$ cat config.mk
export PLATFORM = sky130hd
export DESIGN_NAME = rfa_queue
export DESIGN_NICKNAME = d
export VERILOG_FILES = /design/src/rfa_pkg.sv /design/src/rfa_queue.sv
export SDC_FILE = /design/constraint.sdc
export NUM_CORES = 1
export LEC_CHECK = 0
export BUFFER_PORTS_ARGS = -buffer_cell sky130_fd_sc_hd__buf_2
export CAP_MARGIN = 20
export CORE_UTILIZATION = 47
export CTS_CLUSTER_DIAMETER = 50
export DETAILED_ROUTE_END_ITERATION = 8
export GPL_ROUTABILITY_DRIVEN = 1
export PLACE_DENSITY = 0.76
export SETUP_SLACK_MARGIN = 0.15
export SLEW_MARGIN = 20
export SYNTH_ARGS = -nofsm -noshare
export SYNTH_HDL_FRONTEND = slang
export SYNTH_SLANG_ARGS = --single-unit
$ cat constraint.sdc
create_clock -name clk -period 9.7 [get_ports clk]
set_input_delay 0.97 -clock clk [delete_from_list [all_inputs] [get_ports clk]]
set_output_delay 0.97 -clock clk [all_outputs]
set_load 0.02 [all_outputs]
$ cat src/rfa_pkg.sv
// Package for the rational fraction ALU: operation codes, back-end states,
// the queued item type and value limits.
// Used by every module of the block; depends on nothing.
package rfa_pkg;

  localparam int VALUE_BITS = 32;
  localparam int NUM_W = 32;
  localparam int DEN_W = 31;
  localparam int OPD_W = 33;
  localparam int PROD_W = 64;
  localparam int QUEUE_DEPTH = 2;

  // Largest magnitude of a result denominator or positive numerator; a negative one may be one more.
  localparam logic [PROD_W-1:0] LIMIT = (64'd1 << (VALUE_BITS - 1)) - 64'd1;

  typedef enum logic [2:0] {
    OP_ADD = 3'd0,
    OP_SUB = 3'd1,
    OP_MUL = 3'd2,
    OP_DIV = 3'd3,
    OP_NEG = 3'd4,
    OP_LT  = 3'd5,
    OP_LE  = 3'd6,
    OP_EQ  = 3'd7
  } op_t;

  typedef enum logic [2:0] {
    ST_IDLE,
    ST_MUL,
    ST_PREP,
    ST_GCD,
    ST_DIV,
    ST_FIN,
    ST_DONE
  } back_state_t;

  // One classified item: three product operand pairs plus control.
  typedef struct packed {
    op_t              op;
    logic             div_zero;
    logic [OPD_W-1:0] x0;
    logic [OPD_W-1:0] y0;
    logic [OPD_W-1:0] x1;
    logic [OPD_W-1:0] y1;
    logic [OPD_W-1:0] x2;
    logic [OPD_W-1:0] y2;
  } item_t;

endpackage

$ cat src/rfa_queue.sv
// Short queue of classified items between the front and back ends.
// Depends on rfa_pkg.
module rfa_queue (
  input  logic           clk,
  input  logic           rst_n,
  input  logic           push,
  input  rfa_pkg::item_t push_item,
  output logic           full,
  input  logic           pop,
  output logic           not_empty,
  output rfa_pkg::item_t head
);

  localparam int AW = $clog2(rfa_pkg::QUEUE_DEPTH);

  rfa_pkg::item_t mem [rfa_pkg::QUEUE_DEPTH];
  logic [AW-1:0]  wr_ptr_r, rd_ptr_r;
  logic [AW:0]    count_r;

  assign full = (count_r == (AW+1)'(rfa_pkg::QUEUE_DEPTH));
  assign not_empty = (count_r != '0);
  assign head = mem[rd_ptr_r];

  always_ff @(posedge clk) begin
    if (push) begin
      mem[wr_ptr_r] <= push_item;
    end
  end

  always_ff @(posedge clk) begin
    if (!rst_n) begin
      wr_ptr_r <= '0;
      rd_ptr_r <= '0;
      count_r <= '0;
    end else begin
      if (push) begin
        wr_ptr_r <= wr_ptr_r + AW'(1);
      end
      if (pop) begin
        rd_ptr_r <= rd_ptr_r + AW'(1);
      end
      count_r <= count_r + (AW+1)'(push) - (AW+1)'(pop);
    end
  end

  a_no_overfill: assert property (@(posedge clk) disable iff (!rst_n)
    count_r <= (AW+1)'(rfa_pkg::QUEUE_DEPTH)) else $error("queue overfilled");
  a_no_push_full: assert property (@(posedge clk) disable iff (!rst_n)
    full |-> !push) else $error("push into a full queue");
  a_no_pop_empty: assert property (@(posedge clk) disable iff (!rst_n)
    !not_empty |-> !pop) else $error("pop from an empty queue");

endmodule

==> results.md <==
Yosys:
- Synthesis instantiated 14 different standard cells from the library.
- During synthesis, Yosys emitted a total of 0 warnings.
- The count of state elements after synthesis is 409.
- Summed over all instances, the cell type with the most area after synthesis is sky130_fd_sc_hd__edfxtp_1.
- The dominant combinational cell family by area after synthesis is multiplexers.
- The area fraction of the dominant cell type after synthesis is 81.8%.
- Summing the areas of all compound-gate instances in the mapped netlist gives 0.0506% of the synthesized area.
- After Yosys synthesis, full adders, half adders and majority gates account for 0.169% of the synthesized area.
- The most common cell in the synthesized netlist is sky130_fd_sc_hd__edfxtp_1.
- Synthesis produced a netlist with a net count of 857.
- In the synthesized netlist the async set-or-reset flop fraction comes to 0%.
- The fraction of the yosys area taken by sequential cells is 82.5%.
- The average instance area after synthesis is 22.8 µm².
- Sorting the synthesized cells by area gives the leading types as sky130_fd_sc_hd__edfxtp_1 82%, sky130_fd_sc_hd__mux2_2 15%, sky130_fd_sc_hd__buf_6 0.68%.
- After synthesis the cells add up to 14800 µm².
- The synthesized netlist devotes 0.211% of its cell area to XOR and XNOR gates.
- The count of flip-flops with a built-in enable after synthesis is 404.
- In the synthesized netlist, the cells that appear most often are 404 x sky130_fd_sc_hd__edfxtp_1, 202 x sky130_fd_sc_hd__mux2_2, 11 x sky130_fd_sc_hd__buf_4.
- The share of cell area taken by muxes after synthesis is 15.3%.
- The synthesized-area fraction occupied by and/or/nand/nor cells is 0.380%.
- The synthesized instance count is 649.
- Among all flip-flop cells after synthesis, the most frequent one is sky130_fd_sc_hd__edfxtp_1.

Worst setup path:
- The signal on the critical path passes through buf_4, mux2_2, buf_2.
- The maximum fanout along the worst path is 75.
- For the worst flop-to-flop path, the logic depth is 3.
- In this design, the stage delay of the slowest critical-path cell is 870 ps.
- The slowest library cell on the worst path is sky130_fd_sc_hd__dfxtp_4.
- The cell family contributing the most delay on the critical path is buffers and inverters.
- The arrival time at the worst endpoint is 2970 ps.
- The required time reported for the critical path endpoint is 8730 ps.
- The reg-to-reg critical path endpoint is mem[0][188].
- The kind of launch point of the worst setup path is a register.
- The endpoint kind of the worst setup timing path is an output port.
- The worst reg-to-reg setup slack is 7130 ps.
- The buffers plus inverters on the worst setup path is 2.
- The worst setup path is of the register to output port kind.
- The launch point of the worst reg-to-reg path is wr_ptr_r.

CTS:
- CTS placed an instance of sky130_fd_sc_hd__clkbuf_16 at the clock tree root.
- Counting along the longest clock path gives a buffer depth of 3.
- In this run, CTS created clock tree buffers numbering 43.
- TritonCTS built the clock tree.
- The number of H-tree levels is 2.
- After clock tree synthesis, the clock-pin slew on the worst setup and hold paths is 60 ps.
- The total clock sinks is 409.
- The buffers inserted during post-CTS setup optimization is 0.
- The total of hold buffers inserted after clock tree synthesis is 0.
- The insertion delay to the later sink of the worst-skew pair is 530 ps.
- The total of cells resized after clock tree synthesis is 0.

Die:
- The floorplan step set the die height to 180 µm.
- The number of standard-cell rows in the floorplan is 64.
- The initial core utilization is 48.1%.
- From left edge to right edge, the die measures 180 µm.
- The die covers 32300 µm².
- The standard cell core area is 30800 µm².
- The count of boundary I/O pins is 410.

Power:
- Across the VDD grid, the largest voltage drop is 0.174 mV.
- Total power for the finished layout comes to 0.00402 W.
- In this run the static leakage power is 6.93 nW.
- Power spread over the standard cell area amounts to 217 nW/µm².

Routing:
- After the first detailed-routing iteration, the DRC count stood at 451.
- The routed layout has 7580 vias.
- The post-detailed-route wirelength per cell is 19.0 µm.
- The total detailed-routing wirelength is 28800 µm.
- The remaining design rule violation count is 27.
- The detail route stage leaves a number of antenna-violating nets equal to 0.
- The first detailed-routing pass took 7 iterations.
- The via density per instance is 4.99.

Placed design:
- The final weighted congestion in routability-driven placement is 0.759.
- The worst slack after detailed placement is 6260 ps.
- In this run the tool buffered the top-level ports with 409 buffer cells.
- The placed cell count is 1439.
- The detailed-placement wirelength estimate is 19000 µm.

Timing:
- Summed over all failing endpoints, the final setup total negative slack is 0 ps.
- Headroom to the max-slew limit came out at 28.8%.
- Setup repair after global routing left no endpoint under its margin.
- Between clock sinks in the finished design, the worst skew comes to 24.8 ps.
- The final worst slack is 5760 ps.
- At the pin with the least slew margin, the transition time is 1070 ps.
- The final clock period utilization by the worst path is 40.7%.
- Static timing analysis puts the maximum clock frequency at 254 MHz.
- The shortest period the worst path allows is 3940 ps.
- The final count of pins violating max slew is 0.
- The number of hold violations in the final report came to 0.
- Setup violations remaining at the end of the flow were counted as 0.

GRT:
- The via count of the first global-routing pass is 7921.
- The number of antenna violations at the first check in global routing came to 8.
- The total global routing track utilization is 17.5%.
- The first-pass GRT wire length is 43500 µm.
- The total congestion overflow after global routing is 0.
- The pin count of the biggest net entering global routing is 80.
- For this run, global-route usage on met1 was measured as 19.4%.
- The layer flagged by global routing as most heavily used is met2.
- For this run, global-route usage on met2 was measured as 30.8%.
- The routing usage on met3 is 6.38%.

Run status:
- The flow ran to the end, but the final reports show violations.
- The final reports fail on design-rule violations.

Finish:
- The fraction of layout instances using a drive strength above 1 is 60.5%.
- The area growth from synthesis to layout is 25.1%.
- The final layout net count is 1296.
- Excluding fillers, the count of instances in the completed layout stands at 1518.

Job:
- The number of max-capacitance violations reported is 0.

Hold path:
- The worst hold path stage count is 2.
- The startpoint identified for the worst hold timing path is rd_ptr_r.
- The path type of the worst min-delay path is register to register.
## sequential cells by signal, summed over array words and instances (netlist names), named ones only
register  count
count_r       2
wr_ptr_r      1
mem         404
rd_ptr_r      1
## kinds of logic (layout without fill, tap and decap cells)
logic type / after synthesis / count (layout)
flip-flops: 409 / 409
multiplexers: 202 / 202
buffers and inverters: 24 / 492
AND/OR/NAND/NOR: 9 / 9
adder cells (fa/ha/maj): 2 / 2
XOR/XNOR: 2 / 2
AO/OA/AOI/OAI: 1 / 1
other: 0 / 5
## cells in the final DEF (no fill, tap or decap), types with 2 or more instances in the layout
master,count
sky130_fd_sc_hd__clkinvlp_4,2
sky130_fd_sc_hd__clkbuf_16,45
sky130_fd_sc_hd__diode_2,5
sky130_fd_sc_hd__edfxtp_1,404
sky130_fd_sc_hd__buf_2,409
sky130_fd_sc_hd__inv_1,2
sky130_fd_sc_hd__mux2_2,202
sky130_fd_sc_hd__clkinv_2,2
sky130_fd_sc_hd__and2_1,3
sky130_fd_sc_hd__nor2b_1,3
sky130_fd_sc_hd__clkbuf_1,11
sky130_fd_sc_hd__buf_4,7
sky130_fd_sc_hd__dfxtp_1,4
sky130_fd_sc_hd__clkinv_4,3
sky130_fd_sc_hd__clkinv_1,9
sky130_fd_sc_hd__ha_1,2
## final cells by class
cell class	instances	area, µm²
Clock inverter	18	126
Fill cell	2232	12300
Antenna cell	5	12.5
Sequential cell	409	12200
Timing Repair Buffer	416	2100
Clock buffer	56	1170
Inverter	2	7.51
Multi-Input combinational cell	216	2400
Tap cell	396	495
## metal layers
layer  wire length (µm)  up-vias
met2              14700      329
met3               2910       58
met4                827        6
met1              10400     3706
met5                 40        -
li1                   -     3481
## how the worst max path moves through the flow
stage                end  slack [ps]  depth (start not counted)
4_1_cts        head[147]        5680                          3
5_1_grt        head[184]        5600                          3
2_1_floorplan  mem[0][0]        3010                          1
3_3_place_gp   head[131]        6260                          3
6_report       head[184]        5760                          3
3_5_place_dp   head[138]        6260                          3
## per-stage QoR
stage	area, µm²	utilization [%]	hold WS [ps]
floorplan	14800	-	555
global placement	17200	55.9	556
detailed placement	17200	55.9	600
CTS	18500	60.1	608
global route	18500	60.2	606
finish	18500	60.2	606
## tightest hold or removal path: cells and delay by family, from the launching register on
| kind | cells | cell delay (ps) |
|---|---|---|
| flops | 1 | 330 |
| xor+xnor | 1 | 80 |
| simple gates | 1 | 150 |
## power breakdown
part | leakage [nW] | switching (W) | internal [W] | total (W)
clock network | 0.622 | 0.000620 | 0.000873 | 0.00149
logic | 2.47 | 0.000269 | 0.000184 | 0.000453
registers | 3.83 | 0.0000291 | 0.00205 | 0.00208
total | 6.93 | 0.000918 | 0.00310 | 0.00402
No activity file was read; power rests on OpenSTA's default activity.
