**src/rfa_pkg.sv**
```systemverilog
// Package for the rational fraction ALU: operation codes, back-end states,
// the queued item type and value limits.
// Used by every module of the block; depends on nothing.
package rfa_pkg;

  localparam int VALUE_BITS = 32;
  localparam int NUM_W = 32;
  localparam int DEN_W = 31;
  localparam int OPD_W = 33;
  localparam int PROD_W = 64;
  localparam int QUEUE_DEPTH = 2;

  // Largest magnitude of a result denominator or positive numerator; a negative one may be one more.
  localparam logic [PROD_W-1:0] LIMIT = (64'd1 << (VALUE_BITS - 1)) - 64'd1;

  typedef enum logic [2:0] {
    OP_ADD = 3'd0,
    OP_SUB = 3'd1,
    OP_MUL = 3'd2,
    OP_DIV = 3'd3,
    OP_NEG = 3'd4,
    OP_LT  = 3'd5,
    OP_LE  = 3'd6,
    OP_EQ  = 3'd7
  } op_t;

  typedef enum logic [2:0] {
    ST_IDLE,
    ST_MUL,
    ST_PREP,
    ST_GCD,
    ST_DIV,
    ST_FIN,
    ST_DONE
  } back_state_t;

  // One classified item: three product operand pairs plus control.
  typedef struct packed {
    op_t              op;
    logic             div_zero;
    logic [OPD_W-1:0] x0;
    logic [OPD_W-1:0] y0;
    logic [OPD_W-1:0] x1;
    logic [OPD_W-1:0] y1;
    logic [OPD_W-1:0] x2;
    logic [OPD_W-1:0] y2;
  } item_t;

endpackage

```
**src/rfa_front.sv**
```systemverilog
// Front end of the rational fraction ALU: decodes an item and chooses the
// operands of the three products the back end forms.
// Depends on rfa_pkg.
module rfa_front (
  input  logic [2:0]                  in_kind,
  input  logic [rfa_pkg::NUM_W-1:0]   in_a_num,
  input  logic [rfa_pkg::DEN_W-1:0]   in_a_den,
  input  logic [rfa_pkg::NUM_W-1:0]   in_b_num,
  input  logic [rfa_pkg::DEN_W-1:0]   in_b_den,
  output rfa_pkg::item_t              item
);

  logic [rfa_pkg::OPD_W-1:0] an, bn, ad, bd, one, minus_one, zero;

  always_comb begin
    an = {in_a_num[rfa_pkg::NUM_W-1], in_a_num};
    bn = {in_b_num[rfa_pkg::NUM_W-1], in_b_num};
    // A zero denominator is taken as one.
    ad = (in_a_den == '0) ? rfa_pkg::OPD_W'(1) : {2'b00, in_a_den};
    bd = (in_b_den == '0) ? rfa_pkg::OPD_W'(1) : {2'b00, in_b_den};
    one = rfa_pkg::OPD_W'(1);
    minus_one = '1;
    zero = '0;

    item.op = rfa_pkg::op_t'(in_kind);
    item.div_zero = 1'b0;
    item.x0 = an;
    item.y0 = bd;
    item.x1 = bn;
    item.y1 = ad;
    item.x2 = ad;
    item.y2 = bd;
    case (item.op)
      rfa_pkg::OP_MUL: begin
        item.y0 = bn;
        item.x1 = zero;
        item.y1 = zero;
      end
      rfa_pkg::OP_DIV: begin
        item.y2 = bn;
        item.div_zero = (in_b_num == '0);
      end
      rfa_pkg::OP_NEG: begin
        item.y0 = minus_one;
        item.y2 = one;
      end
      default: begin
      end
    endcase
  end

endmodule

```
**config.mk**
```make
export PLATFORM = sky130hd
export DESIGN_NAME = rfa_front
export DESIGN_NICKNAME = d
export VERILOG_FILES = /design/src/rfa_pkg.sv /design/src/rfa_front.sv
export SDC_FILE = /design/constraint.sdc
export NUM_CORES = 1
export LEC_CHECK = 0
export BUFFER_PORTS_ARGS = -buffer_cell sky130_fd_sc_hd__buf_2
export CAP_MARGIN = 20
export CORE_AREA = 2 2 129 131
export DETAILED_ROUTE_END_ITERATION = 8
export DIE_AREA = 0 0 131 133
export PLACE_DENSITY_LB_ADDON = 0.2
export SLEW_MARGIN = 10
export SYNTH_ARGS = -nofsm -noshare
export SYNTH_HDL_FRONTEND = slang
export SYNTH_SLANG_ARGS = --single-unit
```
**constraint.sdc**
```tcl
create_clock -name vclk -period 1
set_clock_uncertainty 0.15 [all_clocks]
set_input_delay 0.05 -clock vclk [all_inputs]
set_output_delay 0.05 -clock vclk [all_outputs]
set_load 0.02 [all_outputs]
```
==> results of run 1 <==
==> logic make-up after synthesis <==
group           after synthesis  synth area share, %
compound gates               47                 21.3
buf+inv                      95                 30.0
other cells                   1                0.199
simple gates                166                 48.5
==> cell usage in the layout (no fill, tap or decap), types with 5 or more instances in the layout <==
cell type,instances
nand3_2,11
buf_12,21
nor4_1,6
and2_4,64
dlygate4sd3_1,31
nand2_4,17
nand2_1,21
buf_8,13
a22o_4,30
buf_6,151
nand4_1,6
buf_2,119
nor4_2,5
nor4_4,11
o22a_4,6
buf_4,91
buf_16,12
nand3_4,9
==> worst min-delay path by stage <==
| stage | from | to | cells after the start |
|---|---|---|---|
| after CTS | in_a_den[4] | item[37] | 2 |
| after detailed placement | in_a_num[2] | item[167] | 0 |
| after global routing | in_a_den[4] | item[37] | 2 |
| after floorplan | in_b_num[0] | item[198] | 1 |
| final | in_a_den[4] | item[37] | 2 |
| after global placement | in_a_num[2] | item[167] | 0 |
==> per-stage QoR <==
stage / total power (W) / instances / util, %
3_5_place_dp: 0.00258 / 797 / 26.8
3_3_place_gp: 0.00257 / 797 / 26.8
4_1_cts: 0.00400 / 882 / 42.8
6_report: 0.00402 / 878 / 43.0
2_1_floorplan: 0.00166 / 312 / -
5_1_grt: 0.00422 / 878 / 43.0
==> power breakdown <==
part	internal [W]	switching [W]
logic	0.00216	0.00187
registers	0	0
clock network	0	0
==> timing repair <==
action / 4_1_cts / 5_1_grt
pin swaps: 98 / 55
buffers inserted: 32 / 10
hold buffers: 32 / 0
endpoints found under the setup margin: 130 / 134
gates resized for setup: 399 / 61
cloned: 23 / 2
hold endpoints to repair: 33 / 0
==> cells in the mapped netlist <==
master    count  share of area (%)
and2_1       64                 21
buf_4        45                 18
nand2_1      42                8.4
clkbuf_1     37                7.4
a22o_1       30                 14
nor4_1       22                7.3
nand3_1      20                5.3
o22a_1       11                5.1
buf_2         9                2.4
nand4_1       6                2.0
buf_6         4                2.4
nand2b_1      3               0.99
nor3_1        3               0.80
o21bai_1      2               0.80
a21bo_1       1               0.53
a21oi_1       1               0.26
and3_1        1               0.33
conb_1        1               0.20
nor2_1        1               0.20
nor2_2        1               0.33
nor2_4        1               0.60
nor2b_4       1               0.73
o21a_1        1               0.40
o21ai_1       1               0.26
or2_2         1               0.33
==> critical path: cells and delay by family <==
family / cells / cell delay, ns
and+or+nand+nor: 2 / 0.44
AOI/OAI and AO/OA: 2 / 0.34
buffers and inverters: 4 / 0.51
==> layer usage <==
layer	up-vias	share of wire, %	GRT usage, %
met1	1746	37	19.7
met2	180	56	34.3
met4	0	0.89	1.42
met3	8	6.3	1.86
met5	-	0	0
li1	1716	-	-
==> final cells by class <==
class	count	area, sq um	share of cell area (%)
Timing Repair Buffer	441	4300	61.7
Tap cell	220	275	3.95
Multi-Input combinational cell	217	2390	34.3
==> summary.md, run 1 <==
| Metric | Value |
|---|---|
| DRC violations left | `0` |
| Ports | `331` |
| Max_cap viols | `0` |
| Max incr delay on CP | `0.27 ns` |
| Die footprint | `~17000 sq um` |
| Starting Density | `11.7%` |
| Syn Std Cell Area | `1890 sq um` |
| Initial antenna violation count | `0` |
| Pwr/cell area | `578 nW/um^2` |
| Post-synthesis cell type count | `25` |
| Finished Cell Area | `6960 sq um` |
| Worst-case hold slack | `0.180 ns` |
| CP dominant cell by count | `buf_4` |
| Avg Cell Area, Syn | `between 6 and 7 sq um` |
| Synth warn | `0` |
| Final worst setup slack | `-0.537 ns` |
| Final Hold Viols | `0` |
| Kind of critical path | `input port to output port` |
| Via count | `3650` |
| Seq cells | `0` |
| Crit path max-delay cell type | `nor4_4` |
| Final setup fails | `130` |
| Outcome | `finished, violations left` |
| Sequential element share of the synthesized area | `0%` |
| Die height | `133 microns` |
| Largest net degree at the start of global routing | `11` |
| Violated checks | `setup timing` |
| Layout Nets | `789` |
| DR vias/cell | `between 4 and 5` |
| Final Critical Period | `about 1.5 ns` |
| Synth-to-Final Area Change | `269%` |
| Clkbuf count | `0` |
| DP Wirelength | `10.1 mm` |
| P_leak | `3.43 nW` |
| Peak supply drop | `0.270 mV` |
| Grt ovf | `0` |
| Unrepaired setup endpoints after global routing | `yes` |
| Worst setup startpoint | `in_b_den[6]` |
| Horiz. Die Dim | `131 microns` |
| Mapped Cells | `309` |
| Pre-CTS WS | `-0.690 ns` |
| Drt total wl | `16.2 mm` |
| Antenna diodes | `0` |
| Placed inst area | `between 4000 and 5000 sq um` |
| F_max | `0.651 GHz` |
| FP Rows | `47` |
| Core region area | `approximately 16000 sq um` |
| Hold Crit Class | `input port to output port` |
| Slew Viols, Final | `0` |
| Wire per inst | `18.5 microns` |
| First DRT Iteration DRCs | `108` |
| Critical path arrival | `1.34 ns` |
| Worst Path Max Fanout | `2` |
| PortBufs | `262` |
| # fillers | `1533` |
| Setup Total Neg Slack | `-40.88 ns` |
| CP cell instances | `buf_8, nor4_4, buf_4, nand4_1, o21bai_1, buf_4, a21bo_2, buf_6` |
| End of the critical path | `item[132]` |
| Share of post-route cells with drive strength above 1 | `88.3%` |
| Reg area | `0 sq um` |
| Vias in the first global route | `4024` |
| Post-DRT Antenna Nets | `0` |
| Final period utilization | `154%` |
| Routability cong. | `between 0.8 and 0.9` |
| Worst setup EP type | `output port` |
| All-Layer GR Usage | `17.1%` |
| Crit start category | `input port` |
| CP required | `0.80 ns` |
| Global-route wire length before repair | `22.8 mm` |
| Drt first pass iters | `4` |
Note: power is estimated with default switching activity, not from simulation.
==> run 2: changes to the inputs <==
--- a/config.mk
+++ b/config.mk
@@ -5,11 +5,12 @@
 export SDC_FILE = /design/constraint.sdc
 export NUM_CORES = 1
 export LEC_CHECK = 0
+export ABC_AREA = 1
 export BUFFER_PORTS_ARGS = -buffer_cell sky130_fd_sc_hd__buf_2
 export CAP_MARGIN = 20
-export CORE_AREA = 2 2 129 131
+export CORE_AREA = 2 2 128 130
 export DETAILED_ROUTE_END_ITERATION = 8
-export DIE_AREA = 0 0 131 133
+export DIE_AREA = 0 0 130 132
 export PLACE_DENSITY_LB_ADDON = 0.2
 export SLEW_MARGIN = 10
 export SYNTH_ARGS = -nofsm -noshare
==> summary.md, run 2 <==
| Metric | Value |
|---|---|
| Synth-to-Final Area Change | `247%` |
| Seq cells | `0 (unchanged)` |
| Syn Std Cell Area | `2150 sq um (+14%)` |
| DR vias/cell | `3.99 (-3.9%)` |
| Final Critical Period | `1.27 ns (-0.264 ns)` |
| Unrepaired setup endpoints after global routing | `yes` |
| All-Layer GR Usage | `16.5% (-0.62 points)` |
| Crit path max-delay cell type | `buf_6` |
| Post-synthesis cell type count | `17 (-32%)` |
| DP Wirelength | `10.7 mm (+6.2%)` |
| Final worst setup slack | `-0.273 ns (+0.264 ns)` |
| Mapped Cells | `470 (+52%)` |
| DRC violations left | `0 (unchanged)` |
| Die footprint | `17200 sq um (-1.5%)` |
| Commonest non-fill, non-tap cell in the layout | `buf_6` |
| Ports | `331 (unchanged)` |
| Synth warn | `0 (unchanged)` |
| Sw power | `0.00210 W (+12%)` |
| Outcome | `finished, violations left` |
| Wire per inst | `16.0 microns (-13%)` |
| P_leak | `3.83 nW (+12%)` |
| FP Rows | `46 (-2.1%)` |
| Share of post-route cells with drive strength above 1 | `83.1% (-5.2 points)` |
| Final setup fails | `129 (-0.77%)` |
| Largest net degree at the start of global routing | `22 (+11)` |
| Avg Cell Area, Syn | `4.57 sq um (-25%)` |
| CP required | `0.80 ns (about the same)` |
| Post-DRT Antenna Nets | `0 (unchanged)` |
| Max_cap viols | `0 (unchanged)` |
| Starting Density | `13.7% (+2.0 points)` |
| Post-synth top area share | `22.9% (+1.7 points)` |
| Sw Ratio | `50.8% (+4.4 points)` |
| Drt total wl | `16.5 mm (+2.0%)` |
| Core region area | `15700 sq um (-2.8%)` |
| Clkbuf count | `0 (unchanged)` |
| Kind of critical path | `input port to output port` |
| Max incr delay on CP | `0.16 ns (-0.11 ns)` |
| Final period utilization | `127% (-26 points)` |
| Most frequent cells in the layout | `156 x buf_6, 123 x buf_4, 82 x inv_2, 82 x buf_2, 62 x nand2_4` |
| Horiz. Die Dim | `130 microns (-0.76%)` |
| Hold Crit Class | `input port to output port` |
| First DRT Iteration DRCs | `86 (-20%)` |
| Final Hold Viols | `0 (unchanged)` |
| Slew Viols, Final | `0 (unchanged)` |
| Synth top cells by count | `131 x inv_1, 99 x nand2_1, 51 x buf_4` |
| Synth area leaders | `inv_1 23%, buf_4 18%, nand2_1 17%` |
| Clock share of power | `0% (unchanged)` |
| Synth area leader | `inv_1` |
| Post-Layout Cell Count | `1033 (+18%)` |
| Violated checks | `setup timing` |
| Worst Path Max Fanout | `5 (+3)` |
| Antenna diodes | `0 (unchanged)` |
| Crit start category | `input port` |
| F_max | `0.786 GHz (+21%)` |
| Die height | `132 microns (-0.75%)` |
| Power share of the combinational group | `100.0% (about the same)` |
| CP cell instances | `buf_12, clkinv_8, nand3_4, buf_6, buf_12, buf_12, o22ai_4, inv_2, buf_6` |
| Vias in the first global route | `4084 (+1.5%)` |
| Cell internal pwr | `0.00203 W (-5.8%)` |
| Global-route wire length before repair | `22.3 mm (-2.2%)` |
| PortBufs | `262 (unchanged)` |
| Routability cong. | `0.786 (-8.1%)` |
| Count leader, synth | `inv_1` |
| Setup Total Neg Slack | `-22.71 ns (+18.17 ns)` |
| Grt ovf | `0 (unchanged)` |
| Seq pwr share | `0% (unchanged)` |
| Peak supply drop | `0.279 mV (+3.3%)` |
| Worst setup EP type | `output port` |
| Pre-CTS WS | `-0.545 ns (+0.145 ns)` |
| Drt first pass iters | `4 (unchanged)` |
| Via count | `4125 (+13%)` |
| CP dominant cell by count | `buf_12` |
| Critical path arrival | `1.07 ns (-0.27 ns)` |
| DP Cell Count | `963 (+21%)` |
| Layout Nets | `948 (+20%)` |
| Pwr/cell area | `554 nW/um^2 (-4.1%)` |
| Reg area | `0 sq um (unchanged)` |
| Sequential element share of the synthesized area | `0% (unchanged)` |
| Initial antenna violation count | `0 (unchanged)` |
==> run 2: per-layer routing <==
| metal | track usage [%] | share of wire (%) | vias to the layer above |
|---|---|---|---|
| li1 | - | - | 2031 |
| met4 | 0.597 | 0.75 | 0 |
| met5 | 0 | 0 | - |
| met2 | 30.7 | 53 | 176 |
| met3 | 1.22 | 5.1 | 10 |
| met1 | 21.7 | 41 | 1908 |
==> run 2: what timing repair did <==
action / 4_1_cts / 5_1_grt
pin swaps: 46 / 40
setup buffers: 25 / 5
hold buffers: 32 / 0
gates resized for setup: 503 / 250
endpoints found under the hold margin: 33 / 0
endpoints found under the setup margin: 130 / 134
cloned: 10 / 4
==> run 2: final cells by class <==
cell class / count / area, sq um
inverters: 134 / 578
fillers: 1515 / 8260
repair buffers: 438 / 4340
well taps: 216 / 270
multi-input cells: 245 / 2260
==> run 2: worst max-delay path, delay by kind of cell <==
family | cells | cell delay (ns)
AOI/OAI and AO/OA | 1 | 0.14
buffers and inverters | 7 | 0.77
and+or+nand+nor | 1 | 0.10
==> run 2: logic make-up after synthesis <==
logic type / share of synthesized area [%]
compound gates: 21.3
buf+inv: 49.2
other cells: 0.174
simple gates: 29.3
==> run 2: stage by stage <==
step	cell area, sq um	hold WS, ns	total power [W]	utilization, %
finish	7450	0.189	0.00413	47.4
detailed placement	4160	-0.0499	0.00239	26.5
global route	7450	0.194	0.00434	47.4
CTS	6580	0.187	0.00367	41.9
global placement	4160	-0.0499	0.00240	26.5
floorplan	2250	0.0626	0.00144	-
==> run 2: path summary, 6_finish.rpt <==
path         start         to  slack (ns)  cells past startpoint
min   in_a_den[22]   item[55]        0.19                      2
max     in_kind[2]  item[161]       -0.27                      9
==> run 2: power groups by stage <==
stage	clock network, W	logic (W)	registers [W]
after global routing	0	0.00434	0
after detailed placement	0	0.00239	0
after CTS	0	0.00367	0
after floorplan	0	0.00144	0
final	0	0.00413	0
after global placement	0	0.00240	0
